$ cat src/fcbe_pkg.sv
`timescale 1ns / 1ps
// Shared types and constants for the float compact binary encoder.
// Used by fcbe_front, fcbe_queue, fcbe_back and the top level.
package fcbe_pkg;

  // Encoded forms; special values travel as the short form
  typedef enum logic [1:0] {
    FORM_SHORT,
    FORM_MEDIUM,
    FORM_LONG
  } form_t;

  // One classified value waiting to be serialised
  typedef struct packed {
    form_t       form;
    logic [7:0]  e_hi;   // long form exponent, high byte
    logic [7:0]  e_lo;   // long form low byte, or the short/medium exponent byte
    logic [63:0] mant;   // mantissa word, left-aligned
  } entry_t;

  // Queue fill as seen by the front end
  typedef struct packed {
    logic       empty;
    logic [2:0] level;
  } q_status_t;

  // Queue geometry
  localparam int unsigned QDEPTH = 4;
  localparam int unsigned QAW    = 2;

  // Configuration register indexes
  localparam logic [7:0] CFG_SHORT  = 8'd0;
  localparam logic [7:0] CFG_MEDIUM = 8'd1;
  localparam logic [7:0] CFG_LONG   = 8'd2;

  // Run lengths in bytes
  localparam logic [3:0] LEN_SHORT  = 4'd4;
  localparam logic [3:0] LEN_MEDIUM = 4'd6;
  localparam logic [3:0] LEN_LONG   = 4'd11;

  // Exponent biases and masks
  localparam logic [15:0] LONG_BIAS  = 16'd16383;
  localparam logic [7:0]  SHORT_BIAS = 8'd63;
  localparam logic [63:0] MASK_LOW32 = 64'h0000_0000_ffff_ffff;
  localparam logic [63:0] MASK_LOW48 = 64'h0000_ffff_ffff_ffff;
  localparam logic [15:0] NEG_LONG   = 16'h8000;
  localparam logic [7:0]  NEG_SHORT  = 8'h80;

  // Fixed bytes of the special values
  localparam logic [7:0]  SPEC_EXP_POS = 8'h7F;
  localparam logic [7:0]  SPEC_EXP_NEG = 8'hFF;
  localparam logic [7:0]  ZERO_EXP     = 8'h3F;
  localparam logic [63:0] NAN_MANT     = 64'h0100_0000_0000_0000;

  // Leading-zero count of a nonzero 52-bit fraction
  function automatic logic [5:0] lzc52(input logic [51:0] f);
    logic [5:0] n;
    n = 6'd0;
    for (int i = 0; i < 52; i++) begin
      if (f[i]) begin
        n = 6'(51 - i);
      end
    end
    return n;
  endfunction

endpackage

$ cat src/float_compact_binary_encoder.sv
`timescale 1ns / 1ps
// Top level of the float compact binary encoder: configuration registers,
// front end, queue and back end. Depends on fcbe_pkg and the fcbe_* modules.
//
// Usage:
//   Request channel: drive value_bits (a binary64 bit pattern) with start;
//   the request is taken at a rising edge where start is high and busy low.
//   Result channel: each encoded byte appears on out_byte for one cycle with
//   byte_valid high; last_byte marks the final byte of a value's run. The
//   receiver cannot stall, so bytes leave at one per cycle.
//   Configuration: cfg_index/cfg_data with cfg_valid; cfg_ready is always
//   high. Index 0 is the short code, 1 the medium code, 2 the long code;
//   other indexes are ignored. Write only while the block is idle.
// Path: with the back end idle, the first byte of a run passes from the edge
//   that takes the request through two front-end stages, the queue write,
//   the serialiser load and the output register.
// Rates: runs are 4, 6 or 11 bytes for the short, medium and long
//   forms, sent by the byte serialiser at one byte a cycle. The front
//   end takes one request a cycle until in-flight plus queued requests reach four.
// Reset: synchronous, active high; clears the codes to zero and empties
//   the pipeline and queue.
module float_compact_binary_encoder (
  input  logic        clk,
  input  logic        rst,
  input  logic        start,
  output logic        busy,
  input  logic [63:0] value_bits,
  output logic        byte_valid,
  output logic [7:0]  out_byte,
  output logic        last_byte,
  input  logic        cfg_valid,
  output logic        cfg_ready,
  input  logic [7:0]  cfg_index,
  input  logic [7:0]  cfg_data
);

  logic [7:0] short_code;
  logic [7:0] medium_code;
  logic [7:0] long_code;

  assign cfg_ready = 1'b1;

  // Configuration registers
  always_ff @(posedge clk) begin
    if (rst) begin
      short_code  <= 8'd0;
      medium_code <= 8'd0;
      long_code   <= 8'd0;
    end else if (cfg_valid && cfg_ready) begin
      unique case (cfg_index)
        fcbe_pkg::CFG_SHORT:  short_code  <= cfg_data;
        fcbe_pkg::CFG_MEDIUM: medium_code <= cfg_data;
        fcbe_pkg::CFG_LONG:   long_code   <= cfg_data;
        default: ;
      endcase
    end
  end

  logic                push;
  fcbe_pkg::entry_t    push_data;
  logic                pop;
  fcbe_pkg::entry_t    pop_data;
  fcbe_pkg::q_status_t q_stat;

  // Classifier
  fcbe_front u_front (
    .clk        (clk),
    .rst        (rst),
    .start      (start),
    .value_bits (value_bits),
    .busy       (busy),
    .q_stat     (q_stat),
    .push       (push),
    .push_data  (push_data)
  );

  // Decoupling queue
  fcbe_queue u_queue (
    .clk       (clk),
    .rst       (rst),
    .push      (push),
    .push_data (push_data),
    .pop       (pop),
    .pop_data  (pop_data),
    .stat      (q_stat)
  );

  // Byte serialiser
  fcbe_back u_back (
    .clk         (clk),
    .rst         (rst),
    .short_code  (short_code),
    .medium_code (medium_code),
    .long_code   (long_code),
    .q_stat      (q_stat),
    .q_data      (pop_data),
    .pop         (pop),
    .byte_valid  (byte_valid),
    .out_byte    (out_byte),
    .last_byte   (last_byte)
  );

endmodule

$ cat src/fcbe_front.sv
`timescale 1ns / 1ps
// Front end: takes requests, counts leading zeros, normalises and classifies.
// Depends on fcbe_pkg.
module fcbe_front (
  input  logic                  clk,
  input  logic                  rst,
  input  logic                  start,
  input  logic [63:0]           value_bits,
  output logic                  busy,
  input  fcbe_pkg::q_status_t   q_stat,
  output logic                  push,
  output fcbe_pkg::entry_t      push_data
);

  logic        s1_v;
  logic [63:0] s1_val;
  logic        s2_v;
  logic [63:0] s2_val;
  logic [5:0]  s2_lzc;

  logic [2:0]  pending;
  logic        accept;

  // Hold off new requests when the queue could not absorb everything in flight
  always_comb begin
    pending = {2'b00, s1_v} + {2'b00, s2_v} + q_stat.level;
    busy    = (pending >= 3'(fcbe_pkg::QDEPTH));
    accept  = start && !busy;
  end

  // Stage registers
  always_ff @(posedge clk) begin
    if (rst) begin
      s1_v <= 1'b0;
      s2_v <= 1'b0;
    end else begin
      s1_v <= accept;
      s2_v <= s1_v;
    end
    if (accept) begin
      s1_val <= value_bits;
    end
    s2_val <= s1_val;
    s2_lzc <= fcbe_pkg::lzc52(s1_val[51:0]);
  end

  // Stage 2: normalise and pick the form
  logic        sign;
  logic [10:0] bexp;
  logic [51:0] frac;
  logic        is_spec;
  logic        is_zero;
  logic        is_sub;
  logic [11:0] ex;
  logic [63:0] mant;
  logic        neg;
  logic        wide_exp;
  logic [15:0] e_long;
  logic [7:0]  e_short;
  logic [6:0]  sub_shift;
  fcbe_pkg::entry_t ent;

  always_comb begin
    sign      = s2_val[63];
    bexp      = s2_val[62:52];
    frac      = s2_val[51:0];
    is_spec   = (bexp == 11'h7FF);
    is_zero   = (bexp == 11'd0) && (frac == 52'd0);
    is_sub    = (bexp == 11'd0) && !is_zero;
    sub_shift = {1'b0, s2_lzc} + 7'd13;

    if (is_sub) begin
      ex   = 12'd0 - 12'd1022 - {6'd0, s2_lzc};
      mant = {12'd0, frac} << sub_shift;
    end else if (is_zero) begin
      ex   = 12'd0;
      mant = 64'd0;
    end else begin
      ex   = {1'b0, bexp} - 12'd1022;
      mant = {frac, 12'd0};
    end
    neg      = sign && !is_zero;
    wide_exp = ($signed(ex) > 12'sd63) || ($signed(ex) < -12'sd63);
    e_long   = {{4{ex[11]}}, ex} + fcbe_pkg::LONG_BIAS;
    e_short  = ex[7:0] + fcbe_pkg::SHORT_BIAS;
    if (neg) begin
      e_long  = e_long | fcbe_pkg::NEG_LONG;
      e_short = e_short | fcbe_pkg::NEG_SHORT;
    end

    ent.mant = mant;
    ent.e_hi = e_long[15:8];
    ent.e_lo = e_short;
    if (is_spec) begin
      ent.form = fcbe_pkg::FORM_SHORT;
      ent.e_hi = 8'd0;
      if (frac != 52'd0) begin
        ent.e_lo = fcbe_pkg::SPEC_EXP_POS;
        ent.mant = fcbe_pkg::NAN_MANT;
      end else begin
        ent.e_lo = sign ? fcbe_pkg::SPEC_EXP_NEG : fcbe_pkg::SPEC_EXP_POS;
        ent.mant = 64'd0;
      end
    end else if (is_zero) begin
      ent.form = fcbe_pkg::FORM_SHORT;
      ent.e_lo = fcbe_pkg::ZERO_EXP;
    end else if (((mant & fcbe_pkg::MASK_LOW32) != 64'd0) || wide_exp) begin
      ent.form = fcbe_pkg::FORM_LONG;
      ent.e_lo = e_long[7:0];
    end else if ((mant & fcbe_pkg::MASK_LOW48) != 64'd0) begin
      ent.form = fcbe_pkg::FORM_MEDIUM;
    end else begin
      ent.form = fcbe_pkg::FORM_SHORT;
    end
  end

  assign push      = s2_v;
  assign push_data = ent;

endmodule

$ cat src/fcbe_queue.sv
`timescale 1ns / 1ps
// Short queue between the front and back ends.
// Depends on fcbe_pkg.
module fcbe_queue (
  input  logic                clk,
  input  logic                rst,
  input  logic                push,
  input  fcbe_pkg::entry_t    push_data,
  input  logic                pop,
  output fcbe_pkg::entry_t    pop_data,
  output fcbe_pkg::q_status_t stat
);

  fcbe_pkg::entry_t            mem [fcbe_pkg::QDEPTH];
  logic [fcbe_pkg::QAW-1:0]    wr_ptr;
  logic [fcbe_pkg::QAW-1:0]    rd_ptr;
  logic [fcbe_pkg::QAW:0]      count;

  // Storage; the front end never pushes into a full queue
  always_ff @(posedge clk) begin
    if (push) begin
      mem[wr_ptr] <= push_data;
    end
  end

  // Pointers and fill level
  always_ff @(posedge clk) begin
    if (rst) begin
      wr_ptr <= '0;
      rd_ptr <= '0;
      count  <= '0;
    end else begin
      if (push) begin
        wr_ptr <= wr_ptr + 1'b1;
      end
      if (pop) begin
        rd_ptr <= rd_ptr + 1'b1;
      end
      count <= count + {2'b00, push} - {2'b00, pop};
    end
  end

  assign pop_data   = mem[rd_ptr];
  assign stat.empty = (count == '0);
  assign stat.level = count;

endmodule

$ cat src/fcbe_back.sv
`timescale 1ns / 1ps
// Back end: serialises one queued entry into its byte run, one byte a cycle.
// Depends on fcbe_pkg.
module fcbe_back (
  input  logic                clk,
  input  logic                rst,
  input  logic [7:0]          short_code,
  input  logic [7:0]          medium_code,
  input  logic [7:0]          long_code,
  input  fcbe_pkg::q_status_t q_stat,
  input  fcbe_pkg::entry_t    q_data,
  output logic                pop,
  output logic                byte_valid,
  output logic [7:0]          out_byte,
  output logic                last_byte
);

  logic             active;
  fcbe_pkg::entry_t cur;
  logic [3:0]       idx;

  logic [3:0] len;
  logic [7:0] code;
  logic [3:0] mpos;
  logic [2:0] k;
  logic [7:0] byte_sel;
  logic       last_now;

  // Byte selection for the current position
  always_comb begin
    case (cur.form)
      fcbe_pkg::FORM_LONG: begin
        len  = fcbe_pkg::LEN_LONG;
        code = long_code;
        mpos = idx - 4'd3;
      end
      fcbe_pkg::FORM_MEDIUM: begin
        len  = fcbe_pkg::LEN_MEDIUM;
        code = medium_code;
        mpos = idx - 4'd2;
      end
      default: begin
        len  = fcbe_pkg::LEN_SHORT;
        code = short_code;
        mpos = idx - 4'd2;
      end
    endcase
    k = mpos[2:0];

    if (idx == 4'd0) begin
      byte_sel = code;
    end else if (cur.form == fcbe_pkg::FORM_LONG && idx == 4'd1) begin
      byte_sel = cur.e_hi;
    end else if ((cur.form == fcbe_pkg::FORM_LONG && idx == 4'd2) ||
                 (cur.form != fcbe_pkg::FORM_LONG && idx == 4'd1)) begin
      byte_sel = cur.e_lo;
    end else begin
      byte_sel = 8'((cur.mant << {k, 3'b000}) >> 56);
    end

    last_now = active && (idx == len - 4'd1);
    pop      = (!active || last_now) && !q_stat.empty;
  end

  // Sequencer and output register
  always_ff @(posedge clk) begin
    if (rst) begin
      active     <= 1'b0;
      byte_valid <= 1'b0;
    end else begin
      byte_valid <= active;
      if (pop) begin
        active <= 1'b1;
      end else if (last_now) begin
        active <= 1'b0;
      end
    end
    out_byte  <= byte_sel;
    last_byte <= last_now;
    if (pop) begin
      cur <= q_data;
      idx <= 4'd0;
    end else if (active) begin
      idx <= idx + 4'd1;
    end
  end

endmodule

$ cat config.mk
export PLATFORM = sky130hd
export DESIGN_NAME = float_compact_binary_encoder
export DESIGN_NICKNAME = d
export VERILOG_FILES = /design/src/fcbe_pkg.sv /design/src/float_compact_binary_encoder.sv /design/src/fcbe_front.sv /design/src/fcbe_queue.sv /design/src/fcbe_back.sv
export SDC_FILE = /design/constraint.sdc
export NUM_CORES = 1
export LEC_CHECK = 0
export ABC_AREA = 1
export BUFFER_PORTS_ARGS = -buffer_cell sky130_fd_sc_hd__buf_4
export CORE_MARGIN = 2
export CORE_UTILIZATION = 30
export CTS_BUF_LIST = sky130_fd_sc_hd__clkbuf_16
export DETAILED_ROUTE_END_ITERATION = 6
export HOLD_SLACK_MARGIN = 0.06
export PLACE_DENSITY = 0.55
export RECOVER_POWER = 25
export SLEW_MARGIN = 10
export SYNTH_ARGS = -nofsm -noshare
export SYNTH_HDL_FRONTEND = slang
export SYNTH_SLANG_ARGS = --single-unit
$ cat constraint.sdc
create_clock -name clk -period 7.41 [get_ports clk]
set_input_delay 1.1115 -clock clk [delete_from_list [all_inputs] [get_ports clk]]
set_output_delay 1.1115 -clock clk [all_outputs]
set_load 0.005 [all_outputs]
==> out/summary.txt, run 1 <==
Worst Hold Class -> flip-flop to flip-flop
synth cell count leaders -> edfxtp_1, o21ai_0, nand2_1
Slew @ Worst Pin -> 2.31 ns
Synth top area share -> 54.1%
Worst Setup SP -> u_front.s2_lzc[0]$_SDFF_PP0_
Critical Path Start Type -> flip-flop
share of cells above drive strength 1 -> 8.99%
first-pass GRT wire length -> 114000 um
final hold violations -> 0
Final nets -> 2724
power per standard cell area -> 374 mW/mm^2
Synth Cell Area -> 0.0263 mm^2
Setup TNS Final -> 0 ns
f_max -> 196 MHz
Switching Share -> 37.7%
Die Span Y -> 300 um
CTS sink count -> 592
P_sw -> 0.00425 W
clk_lat worst skew -> 0.67 ns
final instance area -> 0.0301 mm^2
RSZ-0062 raised after global routing -> no
clk root buf -> clkbuf_16
grt total ovfl -> 0
cts hold-fix bufs -> 0
site row count -> 108
Int Pwr -> 0.00702 W
Final ANT Viol Nets -> 0
Leak -> 11.1 nW
clock slew at reported path FFs -> 0.06 ns
Initial DRC Count -> 1762
gr usage total -> 16.6%
final setup fails -> 0
max cap viols -> 5
Clock Tree Buf Depth -> 3
ranking of synthesized cells by area -> edfxtp_1, dfxtp_1, o21ai_0
period utilization -> 68.7%
share of total power in sequential cells -> 40.1%
port bufs -> 94
number of diodes -> 0
Synth area leader -> edfxtp_1
min-delay src -> u_front.s1_val[63]$_DFFE_PP_
average wire per standard cell -> 19.8 um
crit path kind -> flip-flop to flip-flop
Pwr Total -> 0.0113 W
Crit. End Element -> flip-flop
largest net degree at the start of global routing -> 166
failing checks -> max-capacitance violations, max-slew violations
DRC -> 0
die area -> 0.0901 mm^2
Main synth FF type -> edfxtp_1
H-tree depth -> 2
min cycle time layout -> 5.09 ns
status -> finished with violations
# IOs -> 96
Max VDD drop -> 0.294 mV
Worst R2R Start -> u_front.s2_lzc[0]$_SDFF_PP0_
core area -> 0.0869 mm^2
fraction of registers with async set/reset -> 0%
Vias per Instance -> 4.99
routability cong. -> 0.932
Reg2Reg Setup Slack -> 2.32 ns
dpl cell area -> 0.0282 mm^2
sequential area share after synthesis -> 63.1%
Yosys warning total -> 0
Worst Skew -> 0.0407 ns
clock power share -> 26.8%
vias in the first global route -> 18300
Post-CTS Setup Bufs -> 0
count leader, synth -> edfxtp_1
Synth Register Bits -> 592
Initial Util -> 30.3%
Worst Path Arrival -> 5.46 ns
drt pass-1 iters -> 7
Synth Instances -> 2569
worst rel slew slack -> -54.9%
Max FO, Critical Path -> 105
overall routed net length -> 75800 um
DR vias -> 19100
WP data required -> 7.78 ns
post-cts gate resize count -> 0
Comb power frac -> 33.1%
EDFF count, synth -> 474
final worst setup slack -> 2.32 ns
number of unique standard cell types used by synthesis -> 58
initial antenna violation count -> 3
Area Growth Syn to Fin -> 14.5%
Post-DP HPWL -> 50800 um
CTS tree -> done
Post-Place Worst Slack -> 2.45 ns
Synth Area per Inst -> 10.2 um^2
Slew Limit Fails -> 143
die width -> 300 um
cts bufs inserted -> 61
-- cell type report --
class,count,area [um^2]
fill,8731,56800
clock buffer,61,1530
timing repair buffer,119,868
inverter,230,878
clock inverter,53,453
tap,1155,1450
sequential,592,16600
multi-input combinational,1615,8350
-- critical path, cell delays in order, from the launching register on --
cell and delay [ns]:
dfxtp_2 0.32, buf_4 0.63, a21oi_1 0.15, inv_1 0.11
nand2_1 0.06, nand2_2 0.06, buf_4 0.40, inv_1 0.21
buf_4 0.31, nand2_1 0.10, o21ai_0 0.15, nand2_1 0.16
o21ai_0 0.34, a22oi_1 0.48, nand4_1 0.14, nor2_1 0.23
nand3_1 0.15, nor4_4 0.38, a31oi_1 0.15, o21ai_1 0.10
o21ai_1 0.12
-- cell families after synthesis --
kind of cell | count (synthesis) | share of synthesized area (%)
fa+ha+maj | 21 | 1.03
flops | 592 | 63.1
mux | 52 | 1.98
buf+inv | 377 | 5.57
compound gates | 701 | 15.2
simple gates | 809 | 12.6
xor+xnor | 15 | 0.528
other cells | 2 | 0.0285
-- per-layer routing --
| metal | part of all wire, % | vias up | track usage, % |
|---|---|---|---|
| met1 | 45 | 9186 | 23.1 |
| met2 | 46 | 623 | 26.8 |
| met4 | 3.1 | 0 | 5.11 |
| met3 | 6.1 | 121 | 2.25 |
| li1 | - | 9146 | - |
| met5 | 0 | - | 0 |
-- through the flow --
| step | std cells | util [%] | hold WS, ns |
|---|---|---|---|
| final | 3825 | 34.7 | 0.320 |
| after global routing | 3825 | 34.7 | 0.327 |
| after CTS | 3825 | 34.7 | 0.314 |
| after detailed placement | 3711 | 32.4 | 0.328 |
| after global placement | 3710 | 32.4 | 0.327 |
| after floorplan | 2584 | - | 0.323 |
-- power by group through the flow --
stage | Clock, W | Combinational, W | Sequential [W]
floorplan | 0 | 0.00237 | 0.00450
global placement | 0 | 0.00379 | 0.00459
detailed placement | 0 | 0.00376 | 0.00459
CTS | 0.00308 | 0.00377 | 0.00452
global route | 0.00321 | 0.00413 | 0.00457
finish | 0.00302 | 0.00373 | 0.00452
-- sequential cells by signal, indices dropped and copies added (netlist names), 3 cells and up --
name,cells
u_queue.mem,328
u_back.cur,82
u_front.s1_val,64
u_front.s2_val,64
long_code,8
medium_code,8
short_code,8
u_back.out_byte,8
u_front.s2_lzc,6
u_back.idx,4
u_queue.count,3
-- final timing paths --
kind                                  endpoint  cells past startpoint
setup reg to reg  u_queue.mem[3][71]$_DFFE_PP_                     20
hold reg to reg     u_front.s2_val[63]$_DFF_P_                      0
hold / removal      u_front.s2_val[63]$_DFF_P_                      0
setup / recovery  u_queue.mem[3][71]$_DFFE_PP_                     20
-- placed cells by master (no fill, tap or decap), types with 40 or more instances in the layout --
master     instances
nor2_1           343
a21oi_1           55
o21ai_0          423
inv_1            226
edfxtp_1         474
mux2i_1           52
buf_4             53
clkbuf_4          55
o22ai_1           97
nand3_1           40
dfxtp_1          116
nand2_1          357
clkbuf_16         61
Power figures use the tool's default switching activity.
==> run 2: changes to the inputs <==
Settings changed: ABC_AREA 1 to 0, PLACE_DENSITY 0.55 to 0.56.
Clock period 7.41 ns to 4.6 ns, I/O delays scaled along.
==> out/summary.txt, run 2 <==
Initial Util -> 30.3%
share of cells above drive strength 1 -> 22.7%
vias in the first global route -> 16700
Final ANT Viol Nets -> 0
Max FO, Critical Path -> 67
crit-path cells -> buf_12 > a21oi_4 > xor2_4 > buf_4 > mux2_2 > a21oi_1 > o21ai_0 > a22oi_1 > nor2_1
commonest non-fill, non-tap cell in the layout -> edfxtp_1
WP data required -> 4.87 ns
number of diodes -> 0
sequential area share after synthesis -> 63.2%
synth cell count leaders -> edfxtp_1, nor2_1, mux4_2
Worst Hold Class -> input port to flip-flop
initial antenna violation count -> 0
final hold violations -> 0
status -> finished with violations
Die Span Y -> 300 um
crit path kind -> flip-flop to flip-flop
Vias per Instance -> 5.18
die area -> 0.0899 mm^2
worst rel slew slack -> -122%
# IOs -> 96
clk_lat worst skew -> 0.62 ns
Max stage delay on crit path -> 0.65 ns
Clock Tree Buf Depth -> 3
DRC -> 0
gr usage total -> 16.3%
Hold WS -> 0.268 ns
Slew @ Worst Pin -> 3.32 ns
DR vias -> 16100
Synth area leader -> edfxtp_1
Initial DRC Count -> 1294
largest net degree at the start of global routing -> 68
final instance area -> 0.0306 mm^2
clock slew at reported path FFs -> 0.06 ns
min-delay src -> value_bits[46]
Post-CTS Setup Bufs -> 0
placed insts -> 2982
worst path bufs/invs -> 2
Main synth FF type -> edfxtp_1
grt total ovfl -> 0
CP max-delay cell -> a22oi_1
dpl cell area -> 0.0286 mm^2
cts bufs inserted -> 66
EDFF count, synth -> 474
final setup fails -> 0
Synth Register Bits -> 592
Setup TNS Final -> 0 ns
Worst Setup SP -> u_front.s2_lzc[0]$_SDFF_PP0_
routability cong. -> 0.943
Crit. End Element -> flip-flop
number of unique standard cell types used by synthesis -> 82
Area Growth Syn to Fin -> 16.6%
Leak -> 10.5 nW
min cycle time layout -> 4.11 ns
overall routed net length -> 73000 um
Synth Instances -> 1770
ranking of synthesized cells by area -> edfxtp_1, mux4_2, dfxtp_1
cts hold-fix bufs -> 0
site row count -> 108
Synth top area share -> 54.2%
fraction of registers with async set/reset -> 0%
Pwr Total -> 0.0177 W
post-cts gate resize count -> 0
Synth Area per Inst -> 14.8 um^2
f_max -> 244 MHz
die width -> 300 um
Worst Path Arrival -> 4.38 ns
CTS sink count -> 592
Post-DP HPWL -> 51100 um
first-pass GRT wire length -> 110000 um
registers with the most flip-flops -> u_queue.mem x328, u_back.cur x82
Non-Filler Instances -> 3102
H-tree depth -> 3
core area -> 0.0868 mm^2
period utilization -> 89.3%
leading cell types in the layout, fill and taps excluded -> edfxtp_1, nor2_1, mux4_2, dfxtp_1, nand2_1
power per standard cell area -> 577 mW/mm^2
CTS tree -> done
Worst Skew -> 0.0303 ns
Biggest register -> u_queue.mem
Max VDD drop -> 0.320 mV
failing checks -> max-capacitance violations, max-slew violations
Yosys warning total -> 0
Worst R2R Start -> u_front.s2_lzc[0]$_SDFF_PP0_
clk root buf -> clkbuf_16
max cap viols -> 5
Slew Limit Fails -> 176
drt pass-1 iters -> 7
Critical Path Start Type -> flip-flop
average wire per standard cell -> 23.5 um
Final nets -> 2000
delay-heaviest family, CP -> compound AO/OA/AOI/OAI gates
port bufs -> 94
count leader, synth -> edfxtp_1
Synth Cell Area -> 0.0263 mm^2
max reg flops -> 328
RSZ-0062 raised after global routing -> no
## run 2: layout make-up
| type | instances | area, um^2 |
|---|---|---|
| fill | 8302 | 56100 |
| sequential | 592 | 16600 |
| multi-input combinational | 1062 | 9250 |
| clock buffer | 67 | 1680 |
| tap | 1155 | 1450 |
| timing repair buffer | 144 | 1140 |
| clock inverter | 53 | 390 |
| inverter | 29 | 109 |
## run 2: stage by stage
step | setup WS [ns] | util [%]
5_1_grt | 0.213 | 35.3
6_report | 0.494 | 35.3
4_1_cts | 0.478 | 35.3
3_3_place_gp | 0.447 | 32.9
3_5_place_dp | 0.505 | 32.9
2_1_floorplan | 0.0928 | -
## run 2: final timing paths
kind | endpoint | slack [ns] | cells past startpoint
worst max-delay path | u_queue.mem[1][24]$_DFFE_PP_ | 0.49 | 9
worst min-delay path | u_front.s1_val[46]$_DFFE_PP_ | 0.27 | 1
worst max register to register | u_queue.mem[1][24]$_DFFE_PP_ | 0.49 | 9
worst min register to register | u_front.s2_val[59]$_DFF_P_ | 0.35 | 0
## run 2: kinds of logic (layout without fill, tap and decap cells)
family          Yosys count  after routing  share of synthesized area, %
other cells               2             17                        0.0286
mux                     258            258                          17.0
xor+xnor                 34             34                          1.26
simple gates            451            451                          7.99
flops                   592            592                          63.2
compound gates          281            281                          7.22
buf+inv                 131            293                          2.25
fa+ha+maj                21             21                          1.03
## run 2: power by group
part | switching [W] | internal [W] | total [W] | leakage [nW]
logic | 0.00309 | 0.00223 | 0.00532 | 4.04
registers | 0.000601 | 0.00675 | 0.00735 | 5.38
clock network | 0.00216 | 0.00284 | 0.00501 | 1.08
## run 2: metal layers
metal | wire length [um] | up-vias | part of all wire, % | global-route usage, %
li1 | - | 7163 | - | -
met1 | 31600 | 8238 | 43 | 21.6
met2 | 35000 | 542 | 48 | 26.6
met3 | 3760 | 126 | 5.2 | 2.49
met4 | 2610 | 0 | 3.6 | 6.74
met5 | 0 | - | 0 | 0
